[src/ipd_pkg.sv]
// ----------------------------------------------------------------------------
// ipd_pkg: shared types and constants for the IR pulse-distance decoder
// Holds reset values of the control registers, the command and response
// structs passed between the front, back and queues, and the key code table.
// ----------------------------------------------------------------------------
package ipd_pkg;

   // default widths
   localparam int INTERVAL_WIDTH_DEFAULT = 16;
   localparam int CODE_WIDTH_DEFAULT     = 32;

   // control register geometry
   localparam int CfgWidth   = 16;
   localparam int CountWidth = 6;
   localparam int FrameWidth = 32;
   localparam int KeyWidth   = 4;

   // queue depths
   localparam int CMD_DEPTH = 2;
   localparam int RSP_DEPTH = 2;

   // register reset values
   localparam logic [CfgWidth-1:0]   HEADER_MIN_RESET = 16'd13400;
   localparam logic [CfgWidth-1:0]   HEADER_MAX_RESET = 16'd13700;
   localparam logic [CfgWidth-1:0]   ZERO_MIN_RESET   = 16'd1100;
   localparam logic [CfgWidth-1:0]   ZERO_MAX_RESET   = 16'd1250;
   localparam logic [CfgWidth-1:0]   ONE_MIN_RESET    = 16'd2100;
   localparam logic [CfgWidth-1:0]   ONE_MAX_RESET    = 16'd2400;
   localparam logic [CountWidth-1:0] BITS_RESET       = 6'd32;

   // register indexes on the write port
   typedef enum logic [2:0] {
      REG_HEADER_MIN     = 3'd0,
      REG_HEADER_MAX     = 3'd1,
      REG_ZERO_MIN       = 3'd2,
      REG_ZERO_MAX       = 3'd3,
      REG_ONE_MIN        = 3'd4,
      REG_ONE_MAX        = 3'd5,
      REG_BITS_PER_FRAME = 3'd6
   } ipd_reg_type;

   // key table: digits 0-9, then last, mute, plus
   localparam int KeyCount = 13;
   localparam logic [KeyWidth-1:0] KEY_UNKNOWN = 4'd13;

   localparam logic [63:0] KEY_CODES [KeyCount] = '{
      64'd554107135, 64'd554139775, 64'd554123455, 64'd554156095,
      64'd554115295, 64'd554147935, 64'd554131615, 64'd554164255,
      64'd554111215, 64'd554143855,
      64'd554166805, 64'd554116825, 64'd554109685
   };

   // control register file contents
   typedef struct packed {
      logic [CfgWidth-1:0]   header_min;
      logic [CfgWidth-1:0]   header_max;
      logic [CfgWidth-1:0]   zero_min;
      logic [CfgWidth-1:0]   zero_max;
      logic [CfgWidth-1:0]   one_min;
      logic [CfgWidth-1:0]   one_max;
      logic [CountWidth-1:0] bits_per_frame;
   } ipd_cfg_type;

   // classified interval, front to back
   typedef struct packed {
      logic header_hit;
      logic zero_hit;
      logic one_hit;
   } ipd_cmd_type;

   // completed frame, back to response queue
   typedef struct packed {
      logic [FrameWidth-1:0] frame_code;
      logic [KeyWidth-1:0]   key_index;
   } ipd_rsp_type;

endpackage

[src/ir_pulse_distance_decoder.sv]
// ----------------------------------------------------------------------------
// ir_pulse_distance_decoder: IR remote pulse-distance frame decoder
// Turns falling-edge intervals of an IR receiver into frame codes and keys.
// ----------------------------------------------------------------------------
// One interval request is taken per clock while req_full is low. A classifier
// sorts each interval into header, zero or one windows and drops intervals
// that match none; the rest go through a two-entry command queue to the frame
// assembler, which handles one request per cycle. A completed frame goes
// through a two-entry response queue to the response ports; the assembler
// stalls only when that queue is full, so sustained rate is one interval per
// cycle as long as responses are popped.
// Control registers should be written only while no request is in flight.
module ir_pulse_distance_decoder #(
   parameter int INTERVAL_WIDTH = ipd_pkg::INTERVAL_WIDTH_DEFAULT,
   parameter int CODE_WIDTH     = ipd_pkg::CODE_WIDTH_DEFAULT
) (
   input  logic                           clock,
   input  logic                           reset,
   // interval requests
   input  logic                           req_push,
   output logic                           req_full,
   input  logic [INTERVAL_WIDTH-1:0]      req_interval_us,
   // frame responses
   output logic                           rsp_empty,
   input  logic                           rsp_pop,
   output logic [ipd_pkg::FrameWidth-1:0] rsp_frame_code,
   output logic [ipd_pkg::KeyWidth-1:0]   rsp_key_index,
   // control registers
   input  logic                           csr_we,
   input  logic [2:0]                     csr_index,
   input  logic [ipd_pkg::CfgWidth-1:0]   csr_wdata
);
   import ipd_pkg::*;

   ipd_cfg_type cfg;
   ipd_cmd_type front_cmd;
   logic        front_keep;
   ipd_cmd_type back_cmd;
   logic        cmd_empty;
   logic        cmd_pop;
   logic        rsp_full;
   logic        rsp_push;
   ipd_rsp_type back_rsp;
   ipd_rsp_type out_rsp;

   // control registers
   ipd_csr u_csr (
      .clock     (clock),
      .reset     (reset),
      .csr_we    (csr_we),
      .csr_index (csr_index),
      .csr_wdata (csr_wdata),
      .cfg       (cfg)
   );

   // classifier
   ipd_front #(.INTERVAL_WIDTH(INTERVAL_WIDTH)) u_front (
      .interval_us (req_interval_us),
      .cfg         (cfg),
      .cmd         (front_cmd),
      .cmd_keep    (front_keep)
   );

   // command queue between classifier and assembler
   ipd_fifo #(.WIDTH($bits(ipd_cmd_type)), .DEPTH(CMD_DEPTH)) u_cmd_q (
      .clock   (clock),
      .reset   (reset),
      .wr_en   (req_push && front_keep),
      .wr_data (front_cmd),
      .full    (req_full),
      .rd_en   (cmd_pop),
      .rd_data (back_cmd),
      .empty   (cmd_empty)
   );

   // frame assembler
   ipd_back #(.CODE_WIDTH(CODE_WIDTH)) u_back (
      .clock     (clock),
      .reset     (reset),
      .cfg       (cfg),
      .cmd       (back_cmd),
      .cmd_empty (cmd_empty),
      .cmd_pop   (cmd_pop),
      .rsp_full  (rsp_full),
      .rsp_push  (rsp_push),
      .rsp       (back_rsp)
   );

   // response queue
   ipd_fifo #(.WIDTH($bits(ipd_rsp_type)), .DEPTH(RSP_DEPTH)) u_rsp_q (
      .clock   (clock),
      .reset   (reset),
      .wr_en   (rsp_push),
      .wr_data (back_rsp),
      .full    (rsp_full),
      .rd_en   (rsp_pop),
      .rd_data (out_rsp),
      .empty   (rsp_empty)
   );

   assign rsp_frame_code = out_rsp.frame_code;
   assign rsp_key_index  = out_rsp.key_index;

endmodule

[src/ipd_fifo.sv]
// ----------------------------------------------------------------------------
// ipd_fifo: small synchronous queue
// Register-based FIFO with full/empty flags; used for the command queue
// between front and back and for the response queue at the output.
// ----------------------------------------------------------------------------
module ipd_fifo #(
   parameter int WIDTH = 1,
   parameter int DEPTH = 2
) (
   input  logic             clock,
   input  logic             reset,
   input  logic             wr_en,
   input  logic [WIDTH-1:0] wr_data,
   output logic             full,
   input  logic             rd_en,
   output logic [WIDTH-1:0] rd_data,
   output logic             empty
);

   localparam int PtrW = (DEPTH > 1) ? $clog2(DEPTH) : 1;
   localparam int CntW = $clog2(DEPTH + 1);

   logic [WIDTH-1:0] mem [DEPTH];
   logic [PtrW-1:0]  wr_ptr_ff, wr_ptr_in;
   logic [PtrW-1:0]  rd_ptr_ff, rd_ptr_in;
   logic [CntW-1:0]  count_ff, count_in;
   logic             do_wr, do_rd;

   assign full    = (count_ff == CntW'(DEPTH));
   assign empty   = (count_ff == '0);
   assign do_wr   = wr_en && !full;
   assign do_rd   = rd_en && !empty;
   assign rd_data = mem[rd_ptr_ff];

   // pointer and fill count update
   always_comb begin
      wr_ptr_in = wr_ptr_ff;
      rd_ptr_in = rd_ptr_ff;
      count_in  = count_ff;
      if (do_wr) begin
         wr_ptr_in = (wr_ptr_ff == PtrW'(DEPTH - 1)) ? '0 : wr_ptr_ff + 1'b1;
      end
      if (do_rd) begin
         rd_ptr_in = (rd_ptr_ff == PtrW'(DEPTH - 1)) ? '0 : rd_ptr_ff + 1'b1;
      end
      if (do_wr && !do_rd) begin
         count_in = count_ff + 1'b1;
      end else if (do_rd && !do_wr) begin
         count_in = count_ff - 1'b1;
      end
   end

   always_ff @(posedge clock) begin
      if (reset) begin
         wr_ptr_ff <= '0;
         rd_ptr_ff <= '0;
         count_ff  <= '0;
      end else begin
         wr_ptr_ff <= wr_ptr_in;
         rd_ptr_ff <= rd_ptr_in;
         count_ff  <= count_in;
      end
   end

   // storage
   always_ff @(posedge clock) begin
      if (do_wr) begin
         mem[wr_ptr_ff] <= wr_data;
      end
   end

endmodule

[src/ipd_csr.sv]
// ----------------------------------------------------------------------------
// ipd_csr: control registers
// Timing windows and frame length, written through a plain write port.
// ----------------------------------------------------------------------------
module ipd_csr (
   input  logic                         clock,
   input  logic                         reset,
   input  logic                         csr_we,
   input  logic [2:0]                   csr_index,
   input  logic [ipd_pkg::CfgWidth-1:0] csr_wdata,
   output ipd_pkg::ipd_cfg_type         cfg
);
   import ipd_pkg::*;

   ipd_cfg_type cfg_ff, cfg_in;

   assign cfg = cfg_ff;

   // register decode; unlisted indexes are ignored
   always_comb begin
      cfg_in = cfg_ff;
      if (csr_we) begin
         unique case (csr_index)
            REG_HEADER_MIN:     cfg_in.header_min     = csr_wdata;
            REG_HEADER_MAX:     cfg_in.header_max     = csr_wdata;
            REG_ZERO_MIN:       cfg_in.zero_min       = csr_wdata;
            REG_ZERO_MAX:       cfg_in.zero_max       = csr_wdata;
            REG_ONE_MIN:        cfg_in.one_min        = csr_wdata;
            REG_ONE_MAX:        cfg_in.one_max        = csr_wdata;
            REG_BITS_PER_FRAME: cfg_in.bits_per_frame = csr_wdata[CountWidth-1:0];
            default:            cfg_in = cfg_ff;
         endcase
      end
   end

   always_ff @(posedge clock) begin
      if (reset) begin
         cfg_ff.header_min     <= HEADER_MIN_RESET;
         cfg_ff.header_max     <= HEADER_MAX_RESET;
         cfg_ff.zero_min       <= ZERO_MIN_RESET;
         cfg_ff.zero_max       <= ZERO_MAX_RESET;
         cfg_ff.one_min        <= ONE_MIN_RESET;
         cfg_ff.one_max        <= ONE_MAX_RESET;
         cfg_ff.bits_per_frame <= BITS_RESET;
      end else begin
         cfg_ff <= cfg_in;
      end
   end

endmodule

[src/ipd_front.sv]
// ----------------------------------------------------------------------------
// ipd_front: interval classifier
// Compares one interval against the header, zero and one windows and flags
// whether it can have any effect, so idle intervals never reach the queue.
// ----------------------------------------------------------------------------
module ipd_front #(
   parameter int INTERVAL_WIDTH = ipd_pkg::INTERVAL_WIDTH_DEFAULT
) (
   input  logic [INTERVAL_WIDTH-1:0] interval_us,
   input  ipd_pkg::ipd_cfg_type      cfg,
   output ipd_pkg::ipd_cmd_type      cmd,
   output logic                      cmd_keep
);
   import ipd_pkg::*;

   localparam int CmpW = (INTERVAL_WIDTH > CfgWidth) ? INTERVAL_WIDTH : CfgWidth;

   logic [CmpW-1:0] t;

   assign t = CmpW'(interval_us);

   // window compares; an empty window (min above max) never hits
   always_comb begin
      cmd.header_hit = (t >= CmpW'(cfg.header_min)) && (t <= CmpW'(cfg.header_max));
      cmd.zero_hit   = (t >= CmpW'(cfg.zero_min))   && (t <= CmpW'(cfg.zero_max));
      cmd.one_hit    = (t >= CmpW'(cfg.one_min))    && (t <= CmpW'(cfg.one_max));
      cmd_keep       = cmd.header_hit || cmd.zero_hit || cmd.one_hit;
   end

endmodule

[src/ipd_back.sv]
// ----------------------------------------------------------------------------
// ipd_back: frame assembler
// Applies classified intervals to the armed flag, code shifter and bit
// counter; on the last bit of a frame looks up the key and emits a response.
// ----------------------------------------------------------------------------
module ipd_back #(
   parameter int CODE_WIDTH = ipd_pkg::CODE_WIDTH_DEFAULT
) (
   input  logic                 clock,
   input  logic                 reset,
   input  ipd_pkg::ipd_cfg_type cfg,
   input  ipd_pkg::ipd_cmd_type cmd,
   input  logic                 cmd_empty,
   output logic                 cmd_pop,
   input  logic                 rsp_full,
   output logic                 rsp_push,
   output ipd_pkg::ipd_rsp_type rsp
);
   import ipd_pkg::*;

   logic                  header_seen_ff, header_seen_in;
   logic [CODE_WIDTH-1:0] code_ff, code_in;
   logic [CountWidth-1:0] count_ff, count_in;

   logic                  step;
   logic                  armed;
   logic                  got_bit;
   logic [CODE_WIDTH-1:0] code_next;
   logic [CountWidth-1:0] count_next;
   logic                  done;
   logic [KeyWidth-1:0]   key;

   // one request per cycle while the response queue has room
   assign step       = !cmd_empty && !rsp_full;
   assign cmd_pop    = step;
   assign armed      = header_seen_ff || cmd.header_hit;
   assign got_bit    = armed && (cmd.zero_hit || cmd.one_hit);
   // zero window wins where the windows overlap
   assign code_next  = {code_ff[CODE_WIDTH-2:0], !cmd.zero_hit};
   assign count_next = count_ff + 1'b1;
   assign done       = step && got_bit && (count_next == cfg.bits_per_frame);

   // key table match on the completed code
   always_comb begin
      key = KEY_UNKNOWN;
      for (int i = KeyCount - 1; i >= 0; i--) begin
         if (CODE_WIDTH'(KEY_CODES[i]) == code_next) begin
            key = KeyWidth'(i);
         end
      end
   end

   assign rsp_push       = done;
   assign rsp.frame_code = FrameWidth'(code_next);
   assign rsp.key_index  = key;

   // state update
   always_comb begin
      header_seen_in = header_seen_ff;
      code_in        = code_ff;
      count_in       = count_ff;
      if (done) begin
         header_seen_in = 1'b0;
         code_in        = '0;
         count_in       = '0;
      end else if (step) begin
         header_seen_in = armed;
         if (got_bit) begin
            code_in  = code_next;
            count_in = count_next;
         end
      end
   end

   always_ff @(posedge clock) begin
      if (reset) begin
         header_seen_ff <= 1'b0;
         code_ff        <= '0;
         count_ff       <= '0;
      end else begin
         header_seen_ff <= header_seen_in;
         code_ff        <= code_in;
         count_ff       <= count_in;
      end
   end

endmodule

[config.mk]
export PLATFORM = sky130hd
export DESIGN_NAME = ir_pulse_distance_decoder
export DESIGN_NICKNAME = d
export VERILOG_FILES = /design/src/ipd_pkg.sv /design/src/ir_pulse_distance_decoder.sv /design/src/ipd_fifo.sv /design/src/ipd_csr.sv /design/src/ipd_front.sv /design/src/ipd_back.sv
export SDC_FILE = /design/constraint.sdc
export NUM_CORES = 1
export LEC_CHECK = 0
export ABC_AREA = 1
export BUFFER_PORTS_ARGS = -buffer_cell sky130_fd_sc_hd__buf_2
export CAP_MARGIN = 25
export CORE_AREA = 2 2 275 141
export DETAILED_ROUTE_END_ITERATION = 10
export DIE_AREA = 0 0 277 143
export RECOVER_POWER = 25
export SYNTH_ARGS = -nofsm -noshare
export SYNTH_HDL_FRONTEND = slang
export SYNTH_SLANG_ARGS = --single-unit
[constraint.sdc]
create_clock -name clock -period 4.83 [get_ports clock]
set_clock_uncertainty 0.05 [all_clocks]
set_input_delay 0.7245 -clock clock [delete_from_list [all_inputs] [get_ports clock]]
set_output_delay 0.7245 -clock clock [all_outputs]
set_load 0.05 [all_outputs]
==> impl_metrics.json <==
{
  "root_buffer": "clkbuf_16",
  "status": "finished, final reports clean",
  "min_period_ns": 3.46,
  "clk_pin_slew_worst_paths_ns": 0.06,
  "hold_path_class": "flip-flop to flip-flop",
  "grt_setup_unrepaired": "false",
  "final_cell_mix": "nand2_1 (214), inv_1 (167), dfxtp_1 (149)",
  "whs_path_depth": 2,
  "hold_buffers": 0,
  "critPathRequiredTime_ns": 4.98,
  "grt_usage_pct": 12.8,
  "gp_congestion": 0.829,
  "ys_types": 43,
  "cts.path.max_buffers": 3,
  "synth-seq-area-share_pct": 48.4,
  "dieArea_um2": 39600,
  "share_comb_of_total_power_pct": 15.7,
  "core_um2": 37000,
  "internal-power_mw": 3.24,
  "mappedNetlistArea_um2": 11100,
  "grt_pass1_vias": 7692,
  "tightest_slew_ns": 1.34,
  "vias": 8153,
  "synth.net_count": 1374,
  "viasPerCell": 4.49,
  "die_x_um": 277,
  "rows": 50,
  "slew_headroom_pct": 10.9,
  "ys_ff_latch": 228,
  "setup_viol": 0,
  "hold_viol": 0,
  "ios": 78,
  "initial_core_util_pct": 29.8,
  "clockPowerShare_pct": 37.7,
  "p_switching_mw": 1.29,
  "finalWirelength_um": 25400,
  "drtIter0Drc": 502,
  "antenna_found_initial": 0,
  "finalMaxSlewViolations": 0,
  "start_kind": "flip-flop",
  "path_class": "flip-flop to flip-flop",
  "avgSynthCellArea_um2": 8.95,
  "cts_setup_buffers": 0,
  "area_growth_pct": 14.2,
  "worst_ir_drop_vdd_mv": 0.259,
  "grt_max_degree": 72,
  "switching_share_pct": 28.4,
  "leakage_nw": 5.03,
  "firstDrtPassIters": 5,
  "place_hpwl_um": 17600,
  "drc": 0,
  "overflow": 0,
  "final_util_pct": 34.1,
  "crit_fanout": 40,
  "seqPwrFrac_pct": 46.6,
  "cts_sinks": 228,
  "antennaDiodeCount": 0,
  "cp_slowest_cell": "nor2_4",
  "synth_edf_count": 78,
  "power_density_nw_per_um2": 359,
  "syn_inst": 1235,
  "final.setup.tns_ns": 0,
  "cts_tree": "done",
  "post_cts_resized": 0,
  "endpoint_kind": "flip-flop",
  "drive_gt1_share_pct": 14.3,
  "post-place-ws_ns": 1.41,
  "port_buffers": 77,
  "maxCapViolCount": 0,
  "cpPeakStageDelay_ns": 0.64,
  "cts-htree-levels": 1,
  "p_total_mw": 4.53,
  "max_clock_freq_mhz": 289,
  "grt_pass1_wl_um": 40900,
  "clk_latency_ns": 0.51,
  "r2r_cells": 12,
  "crit_chain": "inv_1 -> nand2_1 -> nand2_1 -> inv_1 -> nand3_1 -> nand2_2 -> inv_4 -> nand2_2 -> nor2_2 -> nand3_4 -> nor2_4 -> buf_4",
  "synth_ff_type": "dfxtp_1",
  "ant_nets": 0,
  "die_h_um": 143,
  "drt-wirelength-per-cell_um": 14.0,
  "numCtsBuffers": 23,
  "arrival_ns": 3.61,
  "setup_ws_ns": 1.37,
  "final_nets": 1443,
  "final_common_cell": "nand2_1",
  "yosysWarnings": 0,
  "async_reset_ff_share_pct": 0,
  "fin_crit_sh_pct": 71.7
}
==> registers in the layout, indices dropped and copies added, names as in the netlist, 2 cells and up, named ones only <==
signal,flops
u_back.count_ff,6
u_cmd_q.mem,6
u_rsp_q.count_ff,2
u_back.code_ff,31
u_rsp_q.mem,72
u_cmd_q.count_ff,2
u_csr.cfg,102
==> logic make-up (layout without fill, tap and decap cells) <==
kind of cell               after synthesis  count (layout)  synth area share, %
adders and majority gates               99              99                 11.2
DFF                                    228             228                 48.4
muxes                                   36              36                 3.67
xor gates and xnor gates                 7               7                0.555
AOI/OAI and AO/OA                      290             290                 14.9
buffers and inverters                  210             295                 7.56
and+or+nand+nor                        365             365                 13.7
==> cell usage after synthesis (3+ instances only) <==
cell type | count | share of area (%)
nor2_2 | 3 | 0.17
xnor2_1 | 3 | 0.24
mux2_2 | 36 | 3.7
nand3_1 | 23 | 1.0
o21a_1 | 4 | 0.27
xor2_1 | 4 | 0.32
inv_2 | 5 | 0.17
o211ai_1 | 31 | 2.1
dfxtp_1 | 150 | 27
a21oi_2 | 20 | 1.6
clkbuf_1 | 33 | 1.1
ha_1 | 99 | 11
nand4_1 | 15 | 0.85
edfxtp_1 | 78 | 21
a21oi_1 | 135 | 6.1
o21ai_0 | 90 | 4.1
nand2_1 | 214 | 7.3
nor2_1 | 86 | 2.9
nor4_1 | 5 | 0.28
nand2_2 | 3 | 0.17
inv_1 | 164 | 5.6
nor3_1 | 9 | 0.41
==> critical path, delay by kind of cell (launching register included) <==
kind | cells | cell delay [ns]
flops | 1 | 0.33
buf+inv | 4 | 1.06
simple gates | 8 | 1.70
==> per-layer routing <==
layer	wire, um	share of wire (%)	up-vias	GRT usage (%)
met5	0	0	-	0
met4	648	2.5	0	3.58
met3	843	3.3	34	1.62
met2	12000	47	112	22.6
met1	11900	47	3703	16.6
li1	-	-	4304	-
==> power groups by stage <==
stage / sequential (mW) / combinational, mW / clock (mW)
floorplan: 2.12 / 0.562 / 0
global placement: 2.15 / 0.707 / 0
detailed placement: 2.16 / 0.715 / 0
CTS: 2.11 / 0.719 / 1.74
global route: 2.12 / 0.803 / 1.82
finish: 2.11 / 0.712 / 1.71
==> per-stage QoR <==
stage	hold slack, ns	cells	cell area (um2)
final	0.406	1814	12600
after global routing	0.424	1814	12600
after global placement	0.396	1773	11900
after detailed placement	0.401	1773	11900
after CTS	0.374	1814	12600
after floorplan	0.383	1235	11100
==> layout make-up <==
cell class                      count  area (um2)
Clock inverter                     11        78.8
Tap cell                          494         618
Fill cell                        3821       24400
Sequential cell                   228        5350
Multi-Input combinational cell    797        4880
Inverter                          171         644
Timing Repair Buffer               83         420
Clock buffer                       30         632
==> worst paths after layout <==
check | start | end | slack [ns]
setup / recovery | flip-flop | u_rsp_q.mem[0][34]$_DFFE_PP_ | 1.37
hold / removal | u_csr.cfg[93]$_SDFFE_PP0P_ | u_csr.cfg[93]$_SDFFE_PP0P_ | 0.41
setup reg to reg | flip-flop | u_rsp_q.mem[0][34]$_DFFE_PP_ | 1.37
hold reg to reg | u_csr.cfg[93]$_SDFFE_PP0P_ | u_csr.cfg[93]$_SDFFE_PP0P_ | 0.41
No activity file was read; power rests on OpenSTA's default activity.
